`src/hw/rtl/teq_pkg.sv`:
```
// Package with the operation codes, status codes and sequencer states of the timed event queue.
`timescale 1ns / 1ps

package teq_pkg;

    // Operation codes carried in func.
    typedef enum logic [2:0] {
        FUNC_ADD       = 3'd0,
        FUNC_POP       = 3'd1,
        FUNC_FIND_HEAD = 3'd2,
        FUNC_FIND_SLOT = 3'd3,
        FUNC_REMOVE    = 3'd4
    } func_t;

    // Status codes of a result.
    localparam logic [1:0] STATUS_OK   = 2'd0;
    localparam logic [1:0] STATUS_MISS = 2'd1;
    localparam logic [1:0] STATUS_FULL = 2'd2;

    localparam int TIME_W = 48;
    localparam int TYPE_W = 16;
    localparam int PAY_W  = 32;
    localparam int DLY_W  = 22;
    localparam int SLOT_W = 4;
    localparam logic [9:0] US_PER_MS = 10'd1000;

    // Sequencer states.
    typedef enum logic [3:0] {
        ST_IDLE,
        ST_MUL,
        ST_WALK_RD,
        ST_WALK_CHK,
        ST_LINK,
        ST_HEAD_RD,
        ST_HEAD_CHK,
        ST_OUT
    } state_t;

endpackage

```
`src/hw/rtl/teq_ram.sv`:
```
// Generic single-port-write, single-read RAM with a registered read.
`timescale 1ns / 1ps

module teq_ram #(
    parameter int WIDTH = 8,
    parameter int DEPTH = 16
) (
    input  logic                     clk,
    input  logic                     we,
    input  logic [$clog2(DEPTH)-1:0] waddr,
    input  logic [WIDTH-1:0]         wdata,
    input  logic [$clog2(DEPTH)-1:0] raddr,
    output logic [WIDTH-1:0]         rdata
);

    logic [WIDTH-1:0] mem [DEPTH];

    // Write port and registered read port.
    always_ff @(posedge clk)
    begin
        if (we)
        begin
            mem[waddr] <= wdata;
        end
        rdata <= mem[raddr];
    end

endmodule

```
`src/hw/rtl/timed_event_queue.sv`:
```
// Top level of the timed event queue: a due-time ordered linked list held in RAM.
`timescale 1ns / 1ps

// Timed event queue.
// The input channel (s_axis_*) carries one operation per transfer: add, pop,
// find by type from the head or from a slot, or remove a slot. The output
// channel (m_axis_*) returns exactly one result per operation, with the
// queue's head status (empty, due, time to head) after the operation.
// Entries live in one RAM row per slot (due time, type, payload, link); the
// list is walked one entry at a time through the RAM read port (ST_WALK_RD,
// ST_WALK_CHK). After ST_MUL, an operation that walks no entry (full add,
// undefined operation, bad slot) goes straight to ST_HEAD_RD, ST_HEAD_CHK
// and ST_OUT; a pop checks at most one entry, and an add, find or remove may
// walk the whole list. After each result transfer the block returns to idle
// before it takes the next input transfer.
// One item is worked at a time: s_axis_tready is high only while idle.
// The result is held in an output register until m_axis_tready takes it;
// a stalled receiver stops the block from taking the next item.
// Reset empties the queue at once (slot-use bits cleared, head set to
// null); no clearing pass runs over the RAM.
module timed_event_queue #(
    parameter int QUEUE_DEPTH = 16
) (
    input  logic         clk,
    input  logic         rst_n,
    input  logic         s_axis_tvalid,
    output logic         s_axis_tready,
    // Fields from bit 0: func[2:0], now_us[50:3], event_type[66:51],
    // payload[98:67], delay_ms[120:99], slot[124:121], zero fill.
    input  logic [127:0] s_axis_tdata,
    output logic         m_axis_tvalid,
    input  logic         m_axis_tready,
    // Fields from bit 0: status[1:0], slot_out[5:2], type_out[21:6],
    // payload_out[53:22], queue_empty[54], head_due[55],
    // time_to_head_us[103:56], zero fill.
    output logic [103:0] m_axis_tdata
);

    localparam int AW = $clog2(QUEUE_DEPTH);
    localparam int LW = AW + 1;
    localparam int RW = teq_pkg::TIME_W + teq_pkg::TYPE_W + teq_pkg::PAY_W + LW;
    localparam logic [LW-1:0] NULL_LINK = LW'(QUEUE_DEPTH);
    localparam logic [LW-1:0] WALK_MAX = LW'(QUEUE_DEPTH);

    // Row layout: {due, type, payload, link}.
    typedef struct packed {
        logic [teq_pkg::TIME_W-1:0] due;
        logic [teq_pkg::TYPE_W-1:0] etype;
        logic [teq_pkg::PAY_W-1:0]  pay;
        logic [LW-1:0]              link;
    } row_t;

    teq_pkg::state_t state_reg, state_next;

    // Latched operation.
    logic [2:0]                  func_reg;
    logic [teq_pkg::TIME_W-1:0]  now_reg;
    logic [teq_pkg::TYPE_W-1:0]  type_reg;
    logic [teq_pkg::PAY_W-1:0]   pay_reg;
    logic [teq_pkg::SLOT_W-1:0]  slot_reg;

    // Queue control state.
    logic [QUEUE_DEPTH-1:0] used_reg, used_next;
    logic [LW-1:0]          head_reg, head_next;

    // Walk state.
    logic [LW-1:0] cur_reg, cur_next;
    logic [LW-1:0] prev_reg, prev_next;
    logic [LW-1:0] cnt_reg, cnt_next;
    logic [LW-1:0] free_reg, free_next;
    logic [teq_pkg::TIME_W-1:0] due_reg, due_next;
    logic [teq_pkg::TIME_W:0]   prod_reg;
    row_t prev_row_reg, prev_row_next;

    // Result register.
    logic [1:0]                 st_reg, st_next;
    logic [teq_pkg::SLOT_W-1:0] so_reg, so_next;
    logic [teq_pkg::TYPE_W-1:0] to_reg, to_next;
    logic [teq_pkg::PAY_W-1:0]  po_reg, po_next;
    logic                       qe_reg, qe_next;
    logic                       hd_reg, hd_next;
    logic [teq_pkg::TIME_W-1:0] th_reg, th_next;

    // RAM port.
    logic          we;
    logic [AW-1:0] waddr, raddr;
    row_t          wrow, rrow;

    teq_ram #(.WIDTH(RW), .DEPTH(QUEUE_DEPTH)) u_ram (
        .clk   (clk),
        .we    (we),
        .waddr (waddr),
        .wdata (wrow),
        .raddr (raddr),
        .rdata (rrow)
    );

    logic in_xfer, out_xfer;
    assign in_xfer  = s_axis_tvalid && s_axis_tready;
    assign out_xfer = m_axis_tvalid && m_axis_tready;
    assign s_axis_tready = (state_reg == teq_pkg::ST_IDLE);
    assign m_axis_tvalid = (state_reg == teq_pkg::ST_OUT);
    assign m_axis_tdata  = {th_reg, hd_reg, qe_reg, po_reg, to_reg, so_reg, st_reg};

    // Lowest free slot.
    logic [LW-1:0] free_slot;
    always_comb
    begin
        free_slot = NULL_LINK;
        for (int i = QUEUE_DEPTH - 1; i >= 0; i--)
        begin
            if (!used_reg[i])
            begin
                free_slot = LW'(i);
            end
        end
    end

    logic [teq_pkg::TIME_W:0] due_sum;
    assign due_sum = {1'b0, now_reg} + prod_reg;

    logic slot_ok;
    assign slot_ok = (LW'(slot_reg) < NULL_LINK) && used_reg[AW'(slot_reg)];

    logic cur_valid;
    assign cur_valid = (cur_reg < NULL_LINK) && (cnt_reg < WALK_MAX);

    // Next state.
    always_comb
    begin
        state_next = state_reg;
        unique case (state_reg)
            teq_pkg::ST_IDLE:
            begin
                if (in_xfer)
                begin
                    state_next = teq_pkg::ST_MUL;
                end
            end
            teq_pkg::ST_MUL:
            begin
                unique case (func_reg)
                    teq_pkg::FUNC_ADD:
                        state_next = (free_slot == NULL_LINK) ? teq_pkg::ST_HEAD_RD
                                                              : teq_pkg::ST_WALK_RD;
                    teq_pkg::FUNC_POP,
                    teq_pkg::FUNC_FIND_HEAD:
                        state_next = teq_pkg::ST_WALK_RD;
                    teq_pkg::FUNC_FIND_SLOT,
                    teq_pkg::FUNC_REMOVE:
                        state_next = slot_ok ? teq_pkg::ST_WALK_RD : teq_pkg::ST_HEAD_RD;
                    default:
                        state_next = teq_pkg::ST_HEAD_RD;
                endcase
            end
            teq_pkg::ST_WALK_RD:
            begin
                state_next = cur_valid ? teq_pkg::ST_WALK_CHK : teq_pkg::ST_LINK;
            end
            teq_pkg::ST_WALK_CHK:
            begin
                state_next = teq_pkg::ST_WALK_RD;
                case (func_reg)
                    teq_pkg::FUNC_ADD:
                        if (!(due_reg > rrow.due)) state_next = teq_pkg::ST_LINK;
                    teq_pkg::FUNC_POP:
                        state_next = teq_pkg::ST_HEAD_RD;
                    teq_pkg::FUNC_FIND_HEAD,
                    teq_pkg::FUNC_FIND_SLOT:
                        if (rrow.etype == type_reg) state_next = teq_pkg::ST_HEAD_RD;
                    default:
                        if (rrow.link == LW'(slot_reg)) state_next = teq_pkg::ST_LINK;
                endcase
            end
            teq_pkg::ST_LINK:
            begin
                state_next = teq_pkg::ST_HEAD_RD;
            end
            teq_pkg::ST_HEAD_RD:
            begin
                state_next = teq_pkg::ST_HEAD_CHK;
            end
            teq_pkg::ST_HEAD_CHK:
            begin
                state_next = teq_pkg::ST_OUT;
            end
            teq_pkg::ST_OUT:
            begin
                if (out_xfer)
                begin
                    state_next = teq_pkg::ST_IDLE;
                end
            end
            default:
            begin
                state_next = teq_pkg::ST_IDLE;
            end
        endcase
    end

    // Datapath and RAM control.
    always_comb
    begin
        used_next     = used_reg;
        head_next     = head_reg;
        cur_next      = cur_reg;
        prev_next     = prev_reg;
        cnt_next      = cnt_reg;
        free_next     = free_reg;
        due_next      = due_reg;
        prev_row_next = prev_row_reg;
        st_next = st_reg;
        so_next = so_reg;
        to_next = to_reg;
        po_next = po_reg;
        qe_next = qe_reg;
        hd_next = hd_reg;
        th_next = th_reg;
        we    = 1'b0;
        waddr = AW'(cur_reg);
        wrow  = rrow;
        raddr = AW'(cur_reg);
        unique case (state_reg)
            teq_pkg::ST_MUL:
            begin
                // Product is ready; set up the walk.
                st_next = teq_pkg::STATUS_MISS;
                so_next = '0;
                to_next = '0;
                po_next = '0;
                due_next = due_sum[teq_pkg::TIME_W] ? {teq_pkg::TIME_W{1'b1}}
                                                    : due_sum[teq_pkg::TIME_W-1:0];
                free_next = free_slot;
                prev_next = NULL_LINK;
                cnt_next  = '0;
                cur_next  = ((func_reg == teq_pkg::FUNC_FIND_SLOT) ||
                             (func_reg == teq_pkg::FUNC_REMOVE && LW'(slot_reg) != head_reg))
                            ? ((func_reg == teq_pkg::FUNC_FIND_SLOT) ? LW'(slot_reg) : head_reg)
                            : head_reg;
                if (func_reg == teq_pkg::FUNC_ADD && free_slot == NULL_LINK)
                begin
                    st_next = teq_pkg::STATUS_FULL;
                end
                if (func_reg == teq_pkg::FUNC_REMOVE && slot_ok)
                begin
                    st_next = teq_pkg::STATUS_OK;
                    so_next = slot_reg;
                    used_next[AW'(slot_reg)] = 1'b0;
                    if (LW'(slot_reg) == head_reg)
                    begin
                        // Head removal: the walk reads the slot and takes its link.
                        cur_next = LW'(slot_reg);
                        cnt_next = WALK_MAX - LW'(1);
                    end
                end
            end
            teq_pkg::ST_WALK_RD:
            begin
                raddr = AW'(cur_reg);
            end
            teq_pkg::ST_WALK_CHK:
            begin
                cnt_next = cnt_reg + LW'(1);
                case (func_reg)
                    teq_pkg::FUNC_ADD:
                    begin
                        if (due_reg > rrow.due)
                        begin
                            prev_next     = cur_reg;
                            prev_row_next = rrow;
                            cur_next      = rrow.link;
                        end
                    end
                    teq_pkg::FUNC_POP:
                    begin
                        st_next = teq_pkg::STATUS_OK;
                        so_next = teq_pkg::SLOT_W'(cur_reg);
                        to_next = rrow.etype;
                        po_next = rrow.pay;
                        head_next = rrow.link;
                        used_next[AW'(cur_reg)] = 1'b0;
                    end
                    teq_pkg::FUNC_FIND_HEAD,
                    teq_pkg::FUNC_FIND_SLOT:
                    begin
                        if (rrow.etype == type_reg)
                        begin
                            st_next = teq_pkg::STATUS_OK;
                            so_next = teq_pkg::SLOT_W'(cur_reg);
                            to_next = rrow.etype;
                            po_next = rrow.pay;
                        end
                        else
                        begin
                            cur_next = rrow.link;
                        end
                    end
                    default:
                    begin
                        // Remove: head case is flagged by the preset count.
                        if (cnt_reg == WALK_MAX - LW'(1))
                        begin
                            head_next = rrow.link;
                            cur_next  = NULL_LINK;
                            cnt_next  = WALK_MAX;
                        end
                        else if (rrow.link == LW'(slot_reg))
                        begin
                            prev_next     = cur_reg;
                            prev_row_next = rrow;
                        end
                        else
                        begin
                            cur_next = rrow.link;
                        end
                    end
                endcase
                // Read the removed slot's row; ST_LINK takes its link for a non-head removal.
                raddr = AW'(slot_reg);
            end
            teq_pkg::ST_LINK:
            begin
                if (func_reg == teq_pkg::FUNC_ADD)
                begin
                    // Write the new row; relink the predecessor next.
                    we    = 1'b1;
                    waddr = AW'(free_reg);
                    wrow  = '{due: due_reg, etype: type_reg, pay: pay_reg, link: cur_reg};
                    used_next[AW'(free_reg)] = 1'b1;
                    st_next = teq_pkg::STATUS_OK;
                    so_next = teq_pkg::SLOT_W'(free_reg);
                    if (prev_reg == NULL_LINK)
                    begin
                        head_next = free_reg;
                    end
                end
                else if (func_reg == teq_pkg::FUNC_REMOVE && prev_reg != NULL_LINK)
                begin
                    // rrow holds the removed slot's row.
                    we    = 1'b1;
                    waddr = AW'(prev_reg);
                    wrow  = prev_row_reg;
                    wrow.link = rrow.link;
                end
            end
            teq_pkg::ST_HEAD_RD:
            begin
                if (func_reg == teq_pkg::FUNC_ADD && prev_reg != NULL_LINK &&
                    st_reg == teq_pkg::STATUS_OK)
                begin
                    we    = 1'b1;
                    waddr = AW'(prev_reg);
                    wrow  = prev_row_reg;
                    wrow.link = free_reg;
                end
                raddr = AW'(head_reg);
            end
            teq_pkg::ST_HEAD_CHK:
            begin
                if (head_reg < NULL_LINK)
                begin
                    qe_next = 1'b0;
                    hd_next = (rrow.due <= now_reg);
                    th_next = (rrow.due > now_reg) ? (rrow.due - now_reg) : '0;
                end
                else
                begin
                    qe_next = 1'b1;
                    hd_next = 1'b0;
                    th_next = '0;
                end
            end
            default:
            begin
            end
        endcase
    end

    // Control registers.
    always_ff @(posedge clk or negedge rst_n)
    begin
        if (!rst_n)
        begin
            state_reg <= teq_pkg::ST_IDLE;
            used_reg  <= '0;
            head_reg  <= NULL_LINK;
        end
        else
        begin
            state_reg <= state_next;
            used_reg  <= used_next;
            head_reg  <= head_next;
        end
    end

    // Payload registers.
    always_ff @(posedge clk)
    begin
        if (in_xfer)
        begin
            func_reg <= s_axis_tdata[2:0];
            now_reg  <= s_axis_tdata[50:3];
            type_reg <= s_axis_tdata[66:51];
            pay_reg  <= s_axis_tdata[98:67];
            slot_reg <= s_axis_tdata[124:121];
            // Delay in microseconds, ready for the add in the next cycle.
            prod_reg <= (teq_pkg::TIME_W + 1)'(32'(s_axis_tdata[120:99]) *
                                                32'(teq_pkg::US_PER_MS));
        end
        cur_reg      <= cur_next;
        prev_reg     <= prev_next;
        cnt_reg      <= cnt_next;
        free_reg     <= free_next;
        due_reg      <= due_next;
        prev_row_reg <= prev_row_next;
        st_reg <= st_next;
        so_reg <= so_next;
        to_reg <= to_next;
        po_reg <= po_next;
        qe_reg <= qe_next;
        hd_reg <= hd_next;
        th_reg <= th_next;
    end

`ifndef ASSERT_OFF
    // An empty queue reports nothing due and no time left.
    a_empty_quiet: assert property (@(posedge clk) disable iff (!rst_n)
        m_axis_tvalid && m_axis_tdata[54] |-> !m_axis_tdata[55] && m_axis_tdata[103:56] == '0)
        else $error("empty queue reports a due head");

    // While idle, the head pointer is null exactly when no slot is in use.
    a_head_used: assert property (@(posedge clk) disable iff (!rst_n)
        state_reg == teq_pkg::ST_IDLE |-> ((head_reg == NULL_LINK) == (used_reg == '0)))
        else $error("head pointer and slot-use bits disagree");

    // No new item is taken while a result waits.
    a_one_at_a_time: assert property (@(posedge clk) disable iff (!rst_n)
        m_axis_tvalid |-> !s_axis_tready)
        else $error("input accepted while a result is pending");
`endif

endmodule

```
`config.mk`:
```
export PLATFORM = sky130hd
export DESIGN_NAME = timed_event_queue
export DESIGN_NICKNAME = d
export VERILOG_FILES = /design/src/hw/rtl/teq_pkg.sv /design/src/hw/rtl/teq_ram.sv /design/src/hw/rtl/timed_event_queue.sv
export SDC_FILE = /design/constraint.sdc
export NUM_CORES = 2
export LEC_CHECK = 0
export BUFFER_PORTS_ARGS = -buffer_cell sky130_fd_sc_hd__buf_2
export CORE_ASPECT_RATIO = 0.5
export CORE_MARGIN = 4
export CORE_UTILIZATION = 50
export DETAILED_ROUTE_END_ITERATION = 7
export GPL_TIMING_DRIVEN = 1
export PLACE_DENSITY = 0.75
export SETUP_SLACK_MARGIN = 0.3
export SLEW_MARGIN = 20
export SYNTH_ARGS = -nofsm -noshare
export SYNTH_HDL_FRONTEND = slang
export SYNTH_SLANG_ARGS = --single-unit
```
`constraint.sdc`:
```
create_clock -name clk -period 10.36 [get_ports clk]
set_input_delay 1.036 -clock clk [delete_from_list [all_inputs] [get_ports clk]]
set_output_delay 1.036 -clock clk [all_outputs]
set_load 0.05 [all_outputs]
```
==> results.toml <==
[run_status]
status = "finished with violations"
violations = "design-rule violations"

[synth]
synth_common_cells = "edfxtp_1, a211oi_1, nand2_1"
synth_most_common_cell = "edfxtp_1"
ys_seq_area_share_pct = 68.6
yosys.area.top_type = "edfxtp_1"
synthTopCellsByArea = "edfxtp_1, a211oi_1, ha_1, mux2i_1, nand2_1"
synth_ff_type = "edfxtp_1"
syn_area_per_cell_um2 = 13.9
synth_seq_cells = 2141
synth_cell_type_count = 85
yosysWarningCount = 0
synth_top_cell_area_share_pct = 65.7
syn-num-nets = 7018
synthArstFlopShare_pct = 1.12
netlist_instances = 6614
netlist_area_um2 = 92100
synth_edf_count = 2016

[route]
wl_per_cell_um = 23.3
drt_iter0_markers = 7134
detail_route.vias_per_cell = 6.04
wirelength_mm = 217
firstDrtPassIters = 8
vias = 56085
drcViolationCount = 22
antenna_left = 0

[clocking]
htree_levels = 4
cts_setup_buffers = 0
holdBufCountCts = 0
cts_tree = "yes"
post_cts_resize_count = 0
cts_root_buf = "clkbuf_16"
cts_buffer_depth = 4
cts_sinks = 2141
path_clk_slew_ns = 0.06
clk_latency_ns = 0.85
numCtsBuffers = 191

[timing]
rsz0062_at_grt = "false"
setup-violations-final = 0
fin_skew_ns = 0.0858
layout_min_cycle_time_ns = 5.23
tightestPinTransition_ns = 1.13
timing.slew.headroom_pct = 24.4
fmax_mhz = 191
post-route-period-util_pct = 50.5
hold_viol = 0
setup_tns_ns = 0
finalMaxSlewViolations = 0

[worst_setup_path]
crit_path_end_kind = "register"
cp_cell_sequence = "or3_1, nor3_1, nand2_1, a21o_4, nor2_1, nand2_1, nor2_4, buf_4, buf_4"
worstPathMaxFanout = 53
path_class = "reg -> reg"
crit_required_ns = 10.79
max_stage_delay_ns = 0.90
cp_slowest_cell = "buf_4"
critPathArrivalTime_ns = 5.66
cp-start-kind = "register"

[placed_design]
post-dp-hpwl_mm = 118
port_buffers = 234
place.gp.congestion = 0.884

[cells_and_area]
drive_gt1_share_pct = 9.50
num_antenna_cells = 0
fin_nets = 7109
syn2layout_area_growth_pct = 10.7
fill_cells = 14000
largest_reg_flops = 1616

[global_routing]
gr-usage-all-layers_pct = 21.9
grt_pass1_wl_mm = 324
grt_max_degree = 199
antenna_found_initial = 4
grt_pass1_vias = 53571
globalRouteOverflowTotal = 0

[die]
fp-row-count = 111
io_pins = 238
die_w_um = 615
dieArea_um2 = 192000
fp.dieH_um = 311
core_area_um2 = 183000
start_util_pct = 50.3

[power]
leakagePower_nw = 35.4
power_mw = 34.9
p_per_area_nw_per_um2 = 342
vdd_ir_drop_max_mv = 0.548

[worst_hold_path]
holdCritPathClass = "in -> async"

[run]
cap_viol_max_count = 0
==> where the power goes <==
group          switching (mW)  internal, mW  total, mW
logic                    10.3          4.94       15.2
registers               0.695          11.9       12.6
clock network            3.11          3.92       7.03
==> per-stage QoR <==
step	area (um^2)	hold WS, ns	utilization [%]	instances	setup WS [ns]
after floorplan	92100	0.421	-	6614	0.904
after global placement	95700	0.440	52.3	8938	4.46
after detailed placement	95800	0.438	52.3	8939	4.45
after CTS	102000	0.144	55.6	9287	5.13
after global routing	102000	0.195	55.7	9289	4.83
final	102000	0.191	55.7	9289	5.13
==> cells in the final DEF, fill, tap and decap left out, types with 22 or more instances in the layout <==
master / n
clkbuf_8: 25
buf_4: 51
nor2_1: 137
edfxtp_1: 2016
nand3_1: 41
a31oi_1: 227
buf_2: 234
ha_1: 192
mux2i_1: 213
nand2b_1: 27
fa_1: 80
a222oi_1: 96
a211oi_1: 722
clkbuf_16: 194
and3_1: 67
a21o_1: 53
and2_1: 331
a21oi_1: 326
nor3_1: 32
dfrtp_1: 22
inv_1: 344
xnor2_1: 53
and2_0: 85
dfxtp_1: 101
nand4_1: 29
xor2_1: 57
clkinv_2: 33
clkbuf_1: 51
nand2_1: 556
o21ai_0: 114
==> final timing paths <==
check | from | to | slack, ns | cells after the start
max in group asynchronous | rst_n | state_reg[1] | 9.73 | 1
max reg2reg | func_reg[2] | u_ram.mem[2][68] | 5.13 | 9
max | func_reg[2] | u_ram.mem[2][68] | 5.13 | 9
min reg2reg | u_ram.rdata[21] | prev_row_reg[21] | 0.43 | 0
min | rst_n | used_reg[1] | 0.19 | 1
min in group clk | s_axis_tdata[0] | func_reg[0] | 0.37 | 1
==> layout make-up <==
cell class | count | area [um^2] | share of cell area [%]
clock buffer | 270 | 5390 | 5.29
clock inverter | 78 | 773 | 0.758
inverter | 346 | 1300 | 1.27
multi-input combinational | 3719 | 26300 | 25.8
sequential | 2141 | 63200 | 62.0
tap | 2429 | 3040 | 2.98
timing repair buffer | 306 | 1980 | 1.94
==> cell families after synthesis <==
group / after synthesis / synth area share, %
flip-flops: 2141 / 68.6
AND/OR/NAND/NOR: 1410 / 7.62
AO/OA/AOI/OAI: 1704 / 12.8
XOR/XNOR: 110 / 1.05
adder cells (fa/ha/maj): 272 / 4.35
multiplexers: 223 / 2.50
buffers and inverters: 754 / 3.13
==> metal layers <==
metal / share of wire [%] / track usage [%] / wire, um
met5: 0 / 0 / 0
met4: 2.8 / 6.63 / 6130
met3: 9.2 / 4.02 / 19800
met2: 45 / 33.7 / 98400
met1: 43 / 31.8 / 92400
==> worst max-delay path: cells and delay by family, from the launching register on <==
| family | cells | cell delay [ns] |
|---|---|---|
| AOI/OAI and AO/OA | 1 | 0.51 |
| buffers and inverters | 2 | 1.66 |
| DFF | 1 | 0.63 |
| and+or+nand+nor | 6 | 1.87 |
Note: power is estimated with default switching activity, not from simulation.
